File: src/rsp_pkg.sv
// ----------------------------------------------------------------------------
// rsp_pkg
// Shared types and constants of the road segment projector.
// ----------------------------------------------------------------------------
package rsp_pkg;

    // Fractional bits of the perspective scale.
    localparam int SCALE_FRAC_BITS = 24;

    // Width of world coordinates and of a projection magnitude.
    localparam int WORLD_W   = 24;
    localparam int DIV_CNT_W = $clog2(SCALE_FRAC_BITS + 1);
    localparam int PROD_W    = SCALE_FRAC_BITS + WORLD_W;

    // Configuration register indexes.
    typedef enum logic [3:0] {
        REG_DEPTH_FACTOR       = 4'd0,
        REG_HALF_SCREEN_WIDTH  = 4'd1,
        REG_HALF_SCREEN_HEIGHT = 4'd2,
        REG_ROAD_HALF_WIDTH    = 4'd3
    } t_cfg_idx;

    // Sequencer states.
    typedef enum logic [4:0] {
        S_IDLE = 5'b00001,
        S_PREP = 5'b00010,
        S_DIV  = 5'b00100,
        S_MUL  = 5'b01000,
        S_OUT  = 5'b10000
    } t_state;

    // Projection terms handled by the shared multiplier.
    typedef enum logic [1:0] {
        TERM_X = 2'd0,
        TERM_Y = 2'd1,
        TERM_W = 2'd2
    } t_term;

    // Multiplier passes within one term.
    typedef enum logic [1:0] {
        PH_SCALE = 2'd0,
        PH_LOW   = 2'd1,
        PH_HIGH  = 2'd2,
        PH_FINAL = 2'd3
    } t_phase;

endpackage

File: src/road_segment_projector.sv
// ----------------------------------------------------------------------------
// road_segment_projector
// Projects one road segment per transaction to screen column, row and half
// width, tracking curve accumulators and the topmost drawn row of a frame.
// ----------------------------------------------------------------------------
//  Channel  Direction  Handshake               Payload
//  in       input      i_in_valid / o_in_stall  segment and camera fields
//  out      output     o_out_valid / i_out_stall projections, visible, stripe
//  cfg      input      i_cfg_valid / o_cfg_ready register index and data
//
// A segment in front of the camera is accepted, prepared, passed through the
// bit-serial divider and through the passes of the shared multiplier (four
// per projected term), then delivered. A segment at or behind the camera
// skips the divider and the multiplier.
// Reset is synchronous and active low and restores the register defaults.
// A stalled result holds the sequencer in its delivery state; a new segment
// may be accepted while an earlier result still waits.
// ----------------------------------------------------------------------------
module road_segment_projector (
    input  logic               i_clk,
    input  logic               i_rst_n,
    // Segment input
    input  logic               i_in_valid,
    output logic               o_in_stall,
    input  logic               i_frame_start,
    input  logic [15:0]        i_segment_number,
    input  logic [23:0]        i_segment_depth,
    input  logic signed [23:0] i_segment_height,
    input  logic signed [15:0] i_segment_curve,
    input  logic signed [23:0] i_camera_x,
    input  logic signed [23:0] i_camera_height,
    input  logic [23:0]        i_camera_depth,
    // Result output
    output logic               o_out_valid,
    input  logic               i_out_stall,
    output logic signed [15:0] o_screen_x,
    output logic signed [15:0] o_screen_y,
    output logic [15:0]        o_screen_w,
    output logic signed [15:0] o_prev_x,
    output logic signed [15:0] o_prev_y,
    output logic [15:0]        o_prev_w,
    output logic               o_visible,
    output logic               o_stripe_band,
    // Configuration
    input  logic               i_cfg_valid,
    output logic               o_cfg_ready,
    input  logic [3:0]         i_cfg_index,
    input  logic [15:0]        i_cfg_data
);

    localparam int SFB = rsp_pkg::SCALE_FRAC_BITS;
    localparam int WW  = rsp_pkg::WORLD_W;
    localparam int PW  = rsp_pkg::PROD_W;

    // Configuration registers
    logic [15:0]        r_depth_factor;
    logic [11:0]        r_hsw;
    logic [11:0]        r_hsh;
    logic [15:0]        r_rhw;

    // Frame state
    rsp_pkg::t_state    r_state;
    rsp_pkg::t_state    n_state;
    logic [31:0]        r_offset;
    logic [23:0]        r_slope;
    logic signed [15:0] r_top;
    logic [15:0]        r_last_x;
    logic [15:0]        r_last_y;
    logic [15:0]        r_last_w;

    // Captured segment
    logic               r_fs;
    logic [15:0]        r_segnum;
    logic [23:0]        r_zd;
    logic [23:0]        r_camz;
    logic [24:0]        r_camx;
    logic [24:0]        r_offint;
    logic [24:0]        r_dy;

    // Prepared operands
    logic [WW-1:0]      r_mag_x;
    logic               r_neg_x;
    logic [WW-1:0]      r_mag_y;
    logic               r_neg_y;
    logic               r_dpos;
    logic               r_stripe;

    // Multiplier sequencing
    rsp_pkg::t_term     r_term;
    rsp_pkg::t_phase    r_ph;
    logic [PW-1:0]      r_prod;
    logic [WW-1:0]      r_phi;
    logic [11:0]        r_lo;
    logic signed [15:0] r_sx;
    logic signed [15:0] r_sy;
    logic [15:0]        r_sw;

    // Output register
    logic               r_out_valid;
    logic signed [15:0] r_o_sx;
    logic signed [15:0] r_o_sy;
    logic [15:0]        r_o_sw;
    logic signed [15:0] r_o_px;
    logic signed [15:0] r_o_py;
    logic [15:0]        r_o_pw;
    logic               r_o_vis;
    logic               r_o_stripe;

    // Combinational helpers
    logic               in_accept;
    logic [31:0]        off_eff;
    logic [23:0]        slope_eff;
    logic [32:0]        off_adj;
    logic [24:0]        cx;
    logic [24:0]        zdiff;
    logic               dpos;
    logic [31:0]        third;
    logic               div_start;
    logic               div_done;
    logic [SFB-1:0]     div_quot;
    logic [SFB-1:0]     div_num;
    logic [11:0]        term_k;
    logic [WW-1:0]      term_mag;
    logic               term_neg;
    logic [SFB-1:0]     mul_a;
    logic [WW-1:0]      mul_b;
    logic [PW-1:0]      mul_p;
    logic [36:0]        term_m;
    logic signed [37:0] term_t;
    logic signed [38:0] term_v;
    logic               out_load;
    logic signed [15:0] fin_sx;
    logic signed [15:0] fin_sy;
    logic [15:0]        fin_sw;
    logic               fin_vis;

    function automatic logic signed [15:0] sat_s16(input logic signed [38:0] v);
        logic signed [15:0] res;
        if (v > 39'sd32767) begin
            res = 16'sh7FFF;
        end else if (v < -39'sd32768) begin
            res = -16'sh8000;
        end else begin
            res = v[15:0];
        end
        return res;
    endfunction

    assign in_accept   = i_in_valid && !o_in_stall;
    assign o_in_stall  = (r_state != rsp_pkg::S_IDLE);
    assign o_cfg_ready = 1'b1;

    // Curve accumulators as seen by the item, cleared at a frame start.
    // The integer part of the offset is truncated toward zero.
    always_comb begin
        off_eff   = i_frame_start ? 32'd0 : r_offset;
        slope_eff = i_frame_start ? 24'd0 : r_slope;
        off_adj   = {off_eff[31], off_eff} + (off_eff[31] ? 33'd255 : 33'd0);
    end

    // Preparation: lateral offset, depth difference and stripe band.
    always_comb begin
        cx    = r_camx - r_offint;
        zdiff = {1'b0, r_zd} - {1'b0, r_camz};
        dpos  = !zdiff[24] && (zdiff[23:0] != 24'd0);
        // Divide by three through the reciprocal 0xAAAB over 2^17.
        third = 32'(r_segnum) * 32'd43691;
    end

    assign div_start = (r_state == rsp_pkg::S_PREP) && dpos;
    assign div_num   = SFB'(r_depth_factor) << (SFB - 16);

    rsp_divider u_divider (
        .i_clk   (i_clk),
        .i_rst_n (i_rst_n),
        .i_start (div_start),
        .i_num   (div_num),
        .i_den   (zdiff[WW-1:0]),
        .o_done  (div_done),
        .o_quot  (div_quot)
    );

    // Operand selection for the current term.
    always_comb begin
        unique case (r_term)
            rsp_pkg::TERM_X: begin
                term_k   = r_hsw;
                term_mag = r_mag_x;
                term_neg = r_neg_x;
            end
            rsp_pkg::TERM_Y: begin
                term_k   = r_hsh;
                term_mag = r_mag_y;
                term_neg = r_neg_y;
            end
            default: begin
                term_k   = r_hsw;
                term_mag = WW'(r_rhw);
                term_neg = 1'b0;
            end
        endcase
    end

    // Shared multiplier: scale times magnitude, then the low and high halves
    // of that product times the screen half size.
    always_comb begin
        unique case (r_ph)
            rsp_pkg::PH_SCALE: begin
                mul_a = div_quot;
                mul_b = term_mag;
            end
            rsp_pkg::PH_LOW: begin
                mul_a = r_prod[SFB-1:0];
                mul_b = WW'(term_k);
            end
            rsp_pkg::PH_HIGH: begin
                mul_a = SFB'(term_k);
                mul_b = r_phi;
            end
            default: begin
                mul_a = '0;
                mul_b = '0;
            end
        endcase
        mul_p = PW'(mul_a) * PW'(mul_b);
    end

    // Final pass: combine halves, apply the sign and saturate.
    always_comb begin
        term_m = {1'b0, r_prod[35:0]} + 37'(r_lo);
        term_t = term_neg ? -$signed({1'b0, term_m}) : $signed({1'b0, term_m});
        term_v = $signed({27'd0, term_k}) - 39'(term_t);
    end

    // Result assembly at delivery.
    always_comb begin
        fin_sx  = r_dpos ? r_sx : 16'sd0;
        fin_sy  = r_dpos ? r_sy : 16'sd0;
        fin_sw  = r_dpos ? r_sw : 16'd0;
        fin_vis = r_dpos && (r_sy < r_top);
        out_load = (r_state == rsp_pkg::S_OUT) && (!r_out_valid || !i_out_stall);
    end

    // Sequencer next state.
    always_comb begin
        n_state = r_state;
        unique case (r_state)
            rsp_pkg::S_IDLE: if (in_accept) n_state = rsp_pkg::S_PREP;
            rsp_pkg::S_PREP: n_state = dpos ? rsp_pkg::S_DIV : rsp_pkg::S_OUT;
            rsp_pkg::S_DIV:  if (div_done) n_state = rsp_pkg::S_MUL;
            rsp_pkg::S_MUL: begin
                if (r_term == rsp_pkg::TERM_W && r_ph == rsp_pkg::PH_FINAL) begin
                    n_state = rsp_pkg::S_OUT;
                end
            end
            rsp_pkg::S_OUT:  if (out_load) n_state = rsp_pkg::S_IDLE;
            default:         n_state = rsp_pkg::S_IDLE;
        endcase
    end

    // Configuration writes.
    always_ff @(posedge i_clk) begin
        if (!i_rst_n) begin
            r_depth_factor <= 16'd55050;
            r_hsw          <= 12'd640;
            r_hsh          <= 12'd360;
            r_rhw          <= 16'd2000;
        end else if (i_cfg_valid && o_cfg_ready) begin
            unique case (i_cfg_index)
                rsp_pkg::REG_DEPTH_FACTOR:       r_depth_factor <= i_cfg_data;
                rsp_pkg::REG_HALF_SCREEN_WIDTH:  r_hsw <= i_cfg_data[11:0];
                rsp_pkg::REG_HALF_SCREEN_HEIGHT: r_hsh <= i_cfg_data[11:0];
                rsp_pkg::REG_ROAD_HALF_WIDTH:    r_rhw <= i_cfg_data;
                default: ;
            endcase
        end
    end

    // Control state, accumulators and the topmost row.
    always_ff @(posedge i_clk) begin
        if (!i_rst_n) begin
            r_state  <= rsp_pkg::S_IDLE;
            r_offset <= 32'd0;
            r_slope  <= 24'd0;
            r_top    <= 16'sd720;
            r_last_x <= 16'd0;
            r_last_y <= 16'd0;
            r_last_w <= 16'd0;
            r_term   <= rsp_pkg::TERM_X;
            r_ph     <= rsp_pkg::PH_SCALE;
        end else begin
            r_state <= n_state;
            if (in_accept) begin
                r_offset <= off_eff + {{8{slope_eff[23]}}, slope_eff};
                r_slope  <= slope_eff + {{8{i_segment_curve[15]}}, i_segment_curve};
                if (i_frame_start) begin
                    r_top <= $signed({3'b000, r_hsh, 1'b0});
                end
            end
            if (r_state == rsp_pkg::S_DIV) begin
                r_term <= rsp_pkg::TERM_X;
                r_ph   <= rsp_pkg::PH_SCALE;
            end else if (r_state == rsp_pkg::S_MUL) begin
                r_ph <= rsp_pkg::t_phase'(r_ph + 2'd1);
                if (r_ph == rsp_pkg::PH_FINAL) begin
                    r_term <= rsp_pkg::t_term'(r_term + 2'd1);
                end
            end
            if (out_load) begin
                if (fin_vis) begin
                    r_top <= r_sy;
                end
                if (r_dpos) begin
                    r_last_x <= r_sx;
                    r_last_y <= r_sy;
                    r_last_w <= r_sw;
                end
            end
        end
    end

    // Segment capture, preparation and the multiplier datapath.
    always_ff @(posedge i_clk) begin
        if (in_accept) begin
            r_fs     <= i_frame_start;
            r_segnum <= i_segment_number;
            r_zd     <= i_segment_depth;
            r_camz   <= i_camera_depth;
            r_camx   <= {i_camera_x[23], i_camera_x};
            r_offint <= off_adj[32:8];
            r_dy     <= {i_segment_height[23], i_segment_height}
                        - {i_camera_height[23], i_camera_height};
        end
        if (r_state == rsp_pkg::S_PREP) begin
            r_neg_x  <= cx[24];
            r_mag_x  <= cx[24] ? WW'(-cx) : cx[WW-1:0];
            r_neg_y  <= r_dy[24];
            r_mag_y  <= r_dy[24] ? WW'(-r_dy) : r_dy[WW-1:0];
            r_dpos   <= dpos;
            r_stripe <= third[17];
        end
        if (r_state == rsp_pkg::S_MUL) begin
            r_prod <= mul_p;
            if (r_ph == rsp_pkg::PH_LOW) begin
                r_phi <= r_prod[PW-1:SFB];
            end
            if (r_ph == rsp_pkg::PH_HIGH) begin
                r_lo <= r_prod[SFB+11:SFB];
            end
            if (r_ph == rsp_pkg::PH_FINAL) begin
                unique case (r_term)
                    rsp_pkg::TERM_X: r_sx <= sat_s16(term_v);
                    rsp_pkg::TERM_Y: r_sy <= sat_s16(term_v);
                    default:         r_sw <= (term_m > 37'd65535) ? 16'hFFFF : term_m[15:0];
                endcase
            end
        end
    end

    // Output register: a result stays until the transaction completes.
    always_ff @(posedge i_clk) begin
        if (!i_rst_n) begin
            r_out_valid <= 1'b0;
        end else if (out_load) begin
            r_out_valid <= 1'b1;
        end else if (r_out_valid && !i_out_stall) begin
            r_out_valid <= 1'b0;
        end
    end

    always_ff @(posedge i_clk) begin
        if (out_load) begin
            r_o_sx     <= fin_sx;
            r_o_sy     <= fin_sy;
            r_o_sw     <= fin_sw;
            r_o_px     <= r_fs ? fin_sx : r_last_x;
            r_o_py     <= r_fs ? fin_sy : r_last_y;
            r_o_pw     <= r_fs ? fin_sw : r_last_w;
            r_o_vis    <= fin_vis;
            r_o_stripe <= r_stripe;
        end
    end

    assign o_out_valid   = r_out_valid;
    assign o_screen_x    = r_o_sx;
    assign o_screen_y    = r_o_sy;
    assign o_screen_w    = r_o_sw;
    assign o_prev_x      = r_o_px;
    assign o_prev_y      = r_o_py;
    assign o_prev_w      = r_o_pw;
    assign o_visible     = r_o_vis;
    assign o_stripe_band = r_o_stripe;

`ifndef SYNTHESIS
    // The multiplier only runs for a segment in front of the camera.
    a_mul_needs_depth: assert property (@(posedge i_clk) disable iff (!i_rst_n)
        (r_state == rsp_pkg::S_MUL) |-> r_dpos)
        else $error("multiplier passes for a segment behind the camera");

    // A waiting result is never overwritten by the next one.
    a_out_holds: assert property (@(posedge i_clk) disable iff (!i_rst_n)
        (r_state == rsp_pkg::S_OUT && r_out_valid && i_out_stall)
        |=> (r_state == rsp_pkg::S_OUT))
        else $error("result delivered over a stalled output");

    // A frame start restores the row limit to the full screen height.
    a_frame_top: assert property (@(posedge i_clk) disable iff (!i_rst_n)
        (in_accept && i_frame_start) |=> (r_top == $signed({3'b000, r_hsh, 1'b0})))
        else $error("row limit not restored at frame start");
`endif

endmodule

File: src/rsp_divider.sv
// ----------------------------------------------------------------------------
// rsp_divider
// Restoring divider producing one quotient bit per cycle.
// ----------------------------------------------------------------------------
module rsp_divider (
    input  logic                                 i_clk,
    input  logic                                 i_rst_n,
    input  logic                                 i_start,
    input  logic [rsp_pkg::SCALE_FRAC_BITS-1:0]  i_num,
    input  logic [rsp_pkg::WORLD_W-1:0]          i_den,
    output logic                                 o_done,
    output logic [rsp_pkg::SCALE_FRAC_BITS-1:0]  o_quot
);

    localparam int QW = rsp_pkg::SCALE_FRAC_BITS;
    localparam int DW = rsp_pkg::WORLD_W;

    logic                           r_busy;
    logic                           r_done;
    logic [rsp_pkg::DIV_CNT_W-1:0]  r_cnt;
    logic [DW-1:0]                  r_rem;
    logic [DW-1:0]                  r_den;
    logic [QW-1:0]                  r_quo;

    logic [DW:0]                    trial;
    logic [DW+1:0]                  diff;
    logic                           ge;
    logic [DW-1:0]                  n_rem;
    logic [QW-1:0]                  n_quo;

    // One trial subtraction: shift in the next numerator bit.
    always_comb begin
        trial = {r_rem, r_quo[QW-1]};
        diff  = {1'b0, trial} - {2'b00, r_den};
        ge    = !diff[DW+1];
        n_rem = ge ? diff[DW-1:0] : trial[DW-1:0];
        n_quo = {r_quo[QW-2:0], ge};
    end

    // The numerator shifts out of the quotient register as quotient bits enter.
    always_ff @(posedge i_clk) begin
        if (!i_rst_n) begin
            r_busy <= 1'b0;
            r_done <= 1'b0;
            r_cnt  <= '0;
        end else begin
            r_done <= 1'b0;
            if (i_start) begin
                r_rem  <= '0;
                r_quo  <= i_num;
                r_den  <= i_den;
                r_cnt  <= rsp_pkg::DIV_CNT_W'(QW);
                r_busy <= 1'b1;
            end else if (r_busy) begin
                r_rem <= n_rem;
                r_quo <= n_quo;
                r_cnt <= r_cnt - rsp_pkg::DIV_CNT_W'(1);
                if (r_cnt == rsp_pkg::DIV_CNT_W'(1)) begin
                    r_busy <= 1'b0;
                    r_done <= 1'b1;
                end
            end
        end
    end

    assign o_done = r_done;
    assign o_quot = r_quo;

endmodule
File: config.mk
export PLATFORM = sky130hd
export DESIGN_NAME = road_segment_projector
export DESIGN_NICKNAME = d
export VERILOG_FILES = /design/src/rsp_pkg.sv /design/src/road_segment_projector.sv /design/src/rsp_divider.sv
export SDC_FILE = /design/constraint.sdc
export NUM_CORES = 2
export LEC_CHECK = 0
export ABC_AREA = 0
export BUFFER_PORTS_ARGS = -buffer_cell sky130_fd_sc_hd__buf_2
export CORE_MARGIN = 10
export CORE_UTILIZATION = 50
export DETAILED_ROUTE_END_ITERATION = 8
export PLACE_DENSITY = 0.79
export SYNTH_ARGS = -nofsm -noshare
export SYNTH_HDL_FRONTEND = slang
export SYNTH_SLANG_ARGS = --single-unit
File: constraint.sdc
create_clock -name i_clk -period 10.9 [get_ports i_clk]
set_input_delay 1.09 -clock i_clk [delete_from_list [all_inputs] [get_ports i_clk]]
set_output_delay 1.09 -clock i_clk [all_outputs]
set_load 0.02 [all_outputs]
Word-level counts from Yosys, hierarchy flattened

Cells that the tools add are included.

Output and inout port bits: 101
Bits in registers: 686
Logic and storage cells: 170
Input bits: 178

Add/subtract/negate cells: 15
Multiply operators: 2
Reduce and logical (&&, ||, !) cells: 37
Magnitude comparators: 4
Multiplexer cells: 41
Eq/ne operators: 19
Bitwise logic cells: 3

Operators by type and width:

| operator                                                         | count |
|---|---|
| 2-to-1 mux 16 bit                                                | 12 |
| 2-to-1 mux 24 bit                                                | 7 |
| one-hot mux 24 bit (3 select lines)                              | 2 |
| subtractor 24 x 24 -> 25 bit                                     | 2 |
| multiplier 24 x 24 -> 48 bit                                     | 1 |
| negator 24 bit                                                   | 2 |
| one-hot mux 24 bit (2 select lines)                              | 1 |
| greater-than comparator 39 x 16 -> 1 bit (second input constant) | 1 |
| < comparator 39 x 16 -> 1 bit (second input constant)            | 1 |
| subtractor 13 x 38 -> 39 bit                                     | 1 |
| 2-to-1 mux 38 bit                                                | 1 |
| negator 37 -> 38 bit                                             | 1 |
| adder 36 x 12 -> 37 bit                                          | 1 |
| greater-than comparator 37 x 16 -> 1 bit (second input constant) | 1 |
| 2-to-1 mux 5 bit                                                 | 7 |
| adder 32 x 9 -> 33 bit                                           | 1 |
| adder 32 bit                                                     | 1 |
| 2-to-1 mux 32 bit                                                | 1 |
| subtractor 25 x 24 -> 26 bit                                     | 1 |
| one-hot mux 5 bit (5 select lines)                               | 1 |
| subtractor 25 bit                                                | 1 |
| adder 24 bit                                                     | 1 |
| nonzero test 24 bit                                              | 1 |
| AND reduction 2 bit                                              | 10 |
| 31 further kinds                                                 | 62 |

Logic depth before layout (Yosys ltp)

Depth after elaboration: 7
Depth in mapped cells: 38
Mapped depth without buffers: 35

By module

From an unflattened synthesis, not the netlist that was laid out.

Cell total of the unflattened synthesis: 6249
Area total of the unflattened synthesis: 59407.0 um^2

By module, submodules not included:

| module                 | sequential area each (um^2) | cells an instance | area each (um^2) | times used |
|---|---|---|---|---|
| road_segment_projector | 16365.7                     | 5813              | 54698.7          | 1 |
| rsp_divider            | 2302.2                      | 436               | 4708.3           | 1 |

Least setup slack after synthesis

Ideal clock, no wire load.

Path kind: register -> register
Start point: reg r_term[1]
End point: reg r_prod[46], data pin
Library setup time: 0.258 ns
Period minus slack after synthesis: 9.397 ns
Setup slack: 1.503 ns
Arrival: 9.139 ns
Buffers on the path: 3
Stages on the path, launching flop included: 37
Data required time: 10.642 ns
Cell sequence: dfxtp_1 > inv_1 > ha_1 > clkbuf_1 > clkbuf_1 > mux2_2 > nand2_1 > a21oi_1 > clkbuf_1 > nand2_1 > fa_1 > inv_1 > fa_1 > inv_1 > fa_1 > inv_1 > fa_1 > ha_1 > fa_1 > inv_1 > fa_1 > inv_1 > ha_1 > a21o_1 > a21oi_1 > o21ai_0 > a221oi_1 > o31ai_1 > o211ai_1 > a211oi_1 > o2111ai_1 > a211oi_1 > a2111oi_0 > nor2b_1 > a221o_1 > a21oi_1 > xnor2_1

Longest elaborated chain between the ends: 4
Elaborated cells between the ends (all ways): 7
Classes of those cells: 1 x mul; 1 x eq/ne; 4 x mux; 1 x reduce/logical

RTL lines:

| element                                                                         | RTL line                      | source |
|---|---|---|
| start: declaration                                                              | road_segment_projector.sv:89  | `rsp_pkg::t_term r_term;` |
| start signal: assignment                                                        | road_segment_projector.sv:289 | `r_term <= rsp_pkg::TERM_X;` |
| start signal: assignment                                                        | road_segment_projector.sv:301 | `r_term <= rsp_pkg::TERM_X;` |
| start signal: assignment                                                        | road_segment_projector.sv:306 | `r_term <= rsp_pkg::t_term'(r_term + 2'd1);` |
| equality test 2 x 1 -> 1 bit / zero test 2 bit (equally long branches)          | road_segment_projector.sv:185 | `unique case (r_term)` |
| one-hot mux 24 bit (2 select lines) / 2-to-1 mux 12 bit (equally long branches) | road_segment_projector.sv:185 |  |
| one-hot mux 24 bit (3 select lines)                                             | road_segment_projector.sv:207 | `unique case (r_ph)` |
| multiplier 24 x 24 -> 48 bit *                                                  | road_segment_projector.sv:225 | `mul_p = PW'(mul_a) * PW'(mul_b);` |
| net mul_p[46]                                                                   | road_segment_projector.sv:127 | `logic [PW-1:0] mul_p;` |
| end signal: assignment                                                          | road_segment_projector.sv:343 | `r_prod <= mul_p;` |
| end: declaration                                                                | road_segment_projector.sv:91  | `logic [PW-1:0] r_prod;` |

Mark *: on every way through the listed nets, which the timed path passes. The rest lies on a longest branch.
A chain may end at the register's enable or synchronous reset.

Final worst setup path

Start point: reg r_ph[0]
End point: reg r_prod[46], data pin

Longest elaborated chain between the ends: 3
Elaborated cells between the ends (all ways): 6
Classes of those cells: 1 x mul; 2 x eq/ne; 2 x mux; 1 x reduce/logical

RTL lines:

| element                                     | RTL line                      | source |
|---|---|---|
| start: declaration                          | road_segment_projector.sv:90  | `rsp_pkg::t_phase r_ph;` |
| start signal: assignment                    | road_segment_projector.sv:290 | `r_ph <= rsp_pkg::PH_SCALE;` |
| start signal: assignment                    | road_segment_projector.sv:302 | `r_ph <= rsp_pkg::PH_SCALE;` |
| start signal: assignment                    | road_segment_projector.sv:304 | `r_ph <= rsp_pkg::t_phase'(r_ph + 2'd1);` |
| equality test 2 bit (tied with other cells) | road_segment_projector.sv:207 |  |
| one-hot mux 24 bit (3 select lines)         | road_segment_projector.sv:207 |  |
| multiplier 24 x 24 -> 48 bit *              | road_segment_projector.sv:225 |  |
| net mul_p[46]                               | road_segment_projector.sv:127 |  |

Marked as above.

==> impl_metrics.yaml <==
power:
  irDropWorstVdd_mv: 0.4893
  internal_power_mw: 7.905
  p_switching_mw: 6.013
  static-leakage-power_nw: 29.05
  powerDensity_nw_per_um2: 214.5
  p_sw_frac: 0.4320
  pwr-share-seq: 0.239
  pwr-share-clk: 0.172
  power_frac_comb: 0.589
layout:
  nNetsFinal: 7572
  layout-drive-gt1-share: 0.1028
  fill_cells: 10150
  design_area_sq_um: 64880
  fin_util: 0.5495
  area_delta_synth_final_pct: 9.115
setup_path:
  crit_arrival_ns: 10.95
  cp-start-kind: "register"
  ff2ff_setup_slack_ns: 0.34
  critPathMaxStageDelay_ns: 0.60
  critPathCaptureType: "register"
  path_class: "reg2reg"
  crit_fanout: 26
  cp_slowest_cell: "fa_1"
  cp_common_cell: "fa_1"
  critPathRequiredTime_ns: 11.28
timing:
  slew_headroom: 0.1021
  fin_crit_sh: 0.9691
  drv_slew: 0
  finalSetupTns_ns: 0
  hold_ws_ns: 0.4106
  rsz0062_at_grt: "no"
  period_minus_slack_ns: 10.56
  finClkSkew_ns: 0.02184
  max_freq_mhz: 94.67
  worst_pin_slew_ns: 1.347
  finalSetupViolCount: 0
  finalHoldViolCount: 0
clock_network:
  clock_latency_ns: 0.64
  clock_sinks: 686
  clockBufferDepth: 3
  cts_tree: "built"
  h-tree-depth: 3
  cts-buffers-inserted: 69
  cts-root-buf: "clkbuf_16"
  path_clk_slew_ns: 0.07
  cts_hold_buffers: 0
yosys:
  syn_inst: 6209
  synthTopCellsByArea: "edfxtp_1 25%, fa_1 18%, ha_1 9.6%, dfxtp_1 6.5%, inv_1 5.7%"
  netlist.area_leader.share: 0.2490
  synth_fp_nets: 7378
  synth.most_common_cell: "inv_1"
  yosysSeqAreaShare: 0.3139
  synth-edff-count: 493
  synth-warning-count: 0
  yosys-top-cells-count: "910 x inv_1, 781 x nand2_1, 535 x fa_1"
  syn_area_sq_um: 59460
  synthFlopType: "edfxtp_1"
  yosys.area.top_type: "edfxtp_1"
  ys_ff_latch: 686
  postSynth.asyncResetShare: 0
  syn_avg_cell_area_sq_um: 9.577
  synth_cell_types: 104
grt:
  grt_overflow: 0
  grt_start_max_net_pins: 126
  grt_pass1_wl_mm: 259.7
  grtUsageTotal: 0.2491
  grt_pass1_vias: 46410
  grt_antenna_before_repair: 29
place:
  gp_congestion: 1.018
  post_dp_cell_area_sq_um: 62570
  dp_hpwl_mm: 128.7
  portBuffers: 277
floorplan:
  initial_core_util: 0.5036
  num_rows: 126
  die_y_um: 364.9
  core_area_sq_um: 118100
  fp.dieArea_sq_um: 133100
  io_pins: 279
  fp.dieW_um: 364.9
route:
  routed_wl_mm: 166.9
  antenna_left: 0
  wl_per_cell_um: 20.83
  drtPass1Iterations: 7
  routed_via_density: 5.722
  remaining_drc_errors: 0
  vias: 45850
  drtIter0Drc: 4479
status:
  status: "finished, final reports clean"
worst_hold_path:
  min_path_type: "reg2reg"
flow_run:
  maxCapViolations: 0
==> logic make-up (layout without fill, tap and decap cells) <==
family / after synthesis / after routing / share of synthesized area
other: 1 / 19 / 0.00006306
multiplexers: 130 / 130 / 0.02365
AO/OA/AOI/OAI: 926 / 926 / 0.1086
adder cells (fa/ha/maj): 991 / 991 / 0.2761
flip-flops: 686 / 686 / 0.3139
buffers and inverters: 1150 / 1401 / 0.07327
AND/OR/NAND/NOR: 1999 / 1999 / 0.1562
XOR/XNOR: 326 / 326 / 0.04827
==> per-layer routing <==
| metal | part of all wire | GRT usage | vias up |
|---|---|---|---|
| met1 | 0.39 | 0.3183 | 22170 |
| met3 | 0.11 | 0.06956 | 464 |
| met5 | 0.0012 | 0.004356 | - |
| met2 | 0.46 | 0.3977 | 2155 |
| met4 | 0.045 | 0.09967 | 21 |
| li1 | - | - | 21050 |
==> final cells by class <==
class | instances | area [sq um] | area share
well taps | 1536 | 1922 | 0.02962
multi-input cells | 4373 | 36540 | 0.5632
clock inverters | 36 | 280.3 | 0.004320
repair buffers | 362 | 2033 | 0.03134
flip-flops and latches | 686 | 18670 | 0.2877
inverters | 911 | 3425 | 0.05278
clock buffers | 92 | 1971 | 0.03037
diodes | 18 | 45.04 | 0.0006942
==> worst max-delay path: cells and delay by family (launching register included) <==
kind                     cells  cell delay [ns]
AO/OA/AOI/OAI               10             3.00
adder cells (fa/ha/maj)      9             4.46
buffers and inverters        9             1.31
AND/OR/NAND/NOR              4             1.08
XOR/XNOR                     1             0.08
flip-flops                   1             0.37
==> timing repair <==
| action | 4_1_cts | 5_1_grt |
|---|---|---|
| resized for setup | 0 | 4 |
| buffers inserted | 0 | 0 |
| endpoints found under the setup margin | 0 | 4 |
==> power groups by stage <==
stage | registers, mW | clock network, mW | logic, mW
2_1_floorplan | 3.36 | 0 | 5.90
3_3_place_gp | 3.37 | 0 | 7.82
3_5_place_dp | 3.38 | 0 | 8.00
4_1_cts | 3.32 | 2.43 | 8.09
5_1_grt | 3.33 | 2.54 | 9.17
6_report | 3.32 | 2.40 | 8.20
==> cells in the final DEF (no fill, tap or decap), types with 102 or more instances in the layout <==
cell type,count
a21boi_0,102
a21oi_1,177
and2_1,131
buf_2,275
dfxtp_1,193
edfxtp_1,493
fa_1,535
ha_1,455
inv_1,909
nand2_1,780
nand3_1,117
nor2_1,484
nor2b_1,102
nor3_1,103
o21ai_0,163
xnor2_1,216
xor2_1,108
==> flip-flops by register name, indices dropped and copies added (netlist names), 25 cells and up <==
register / cells
r_dy: 25
r_offint: 25
r_offset: 32
r_prod: 48
==> metrics by stage <==
step | std cells | total power [mW] | setup slack [ns]
4_1_cts | 7996 | 13.84 | 0.3671
2_1_floorplan | 6209 | 9.258 | 1.503
3_5_place_dp | 7868 | 11.38 | 0.4396
6_report | 8014 | 13.92 | 0.3371
5_1_grt | 8004 | 15.04 | 0.01640
3_3_place_gp | 7868 | 11.19 | 0.7229
==> worst paths after layout <==
kind               from    endpoint  cells after the start
min          r_prod[47]   r_phi[23]                      0
min reg2reg  r_prod[47]   r_phi[23]                      0
max reg2reg     r_ph[0]  r_prod[46]                     33
max             r_ph[0]  r_prod[46]                     33
Note: power is estimated with default switching activity, not from simulation.
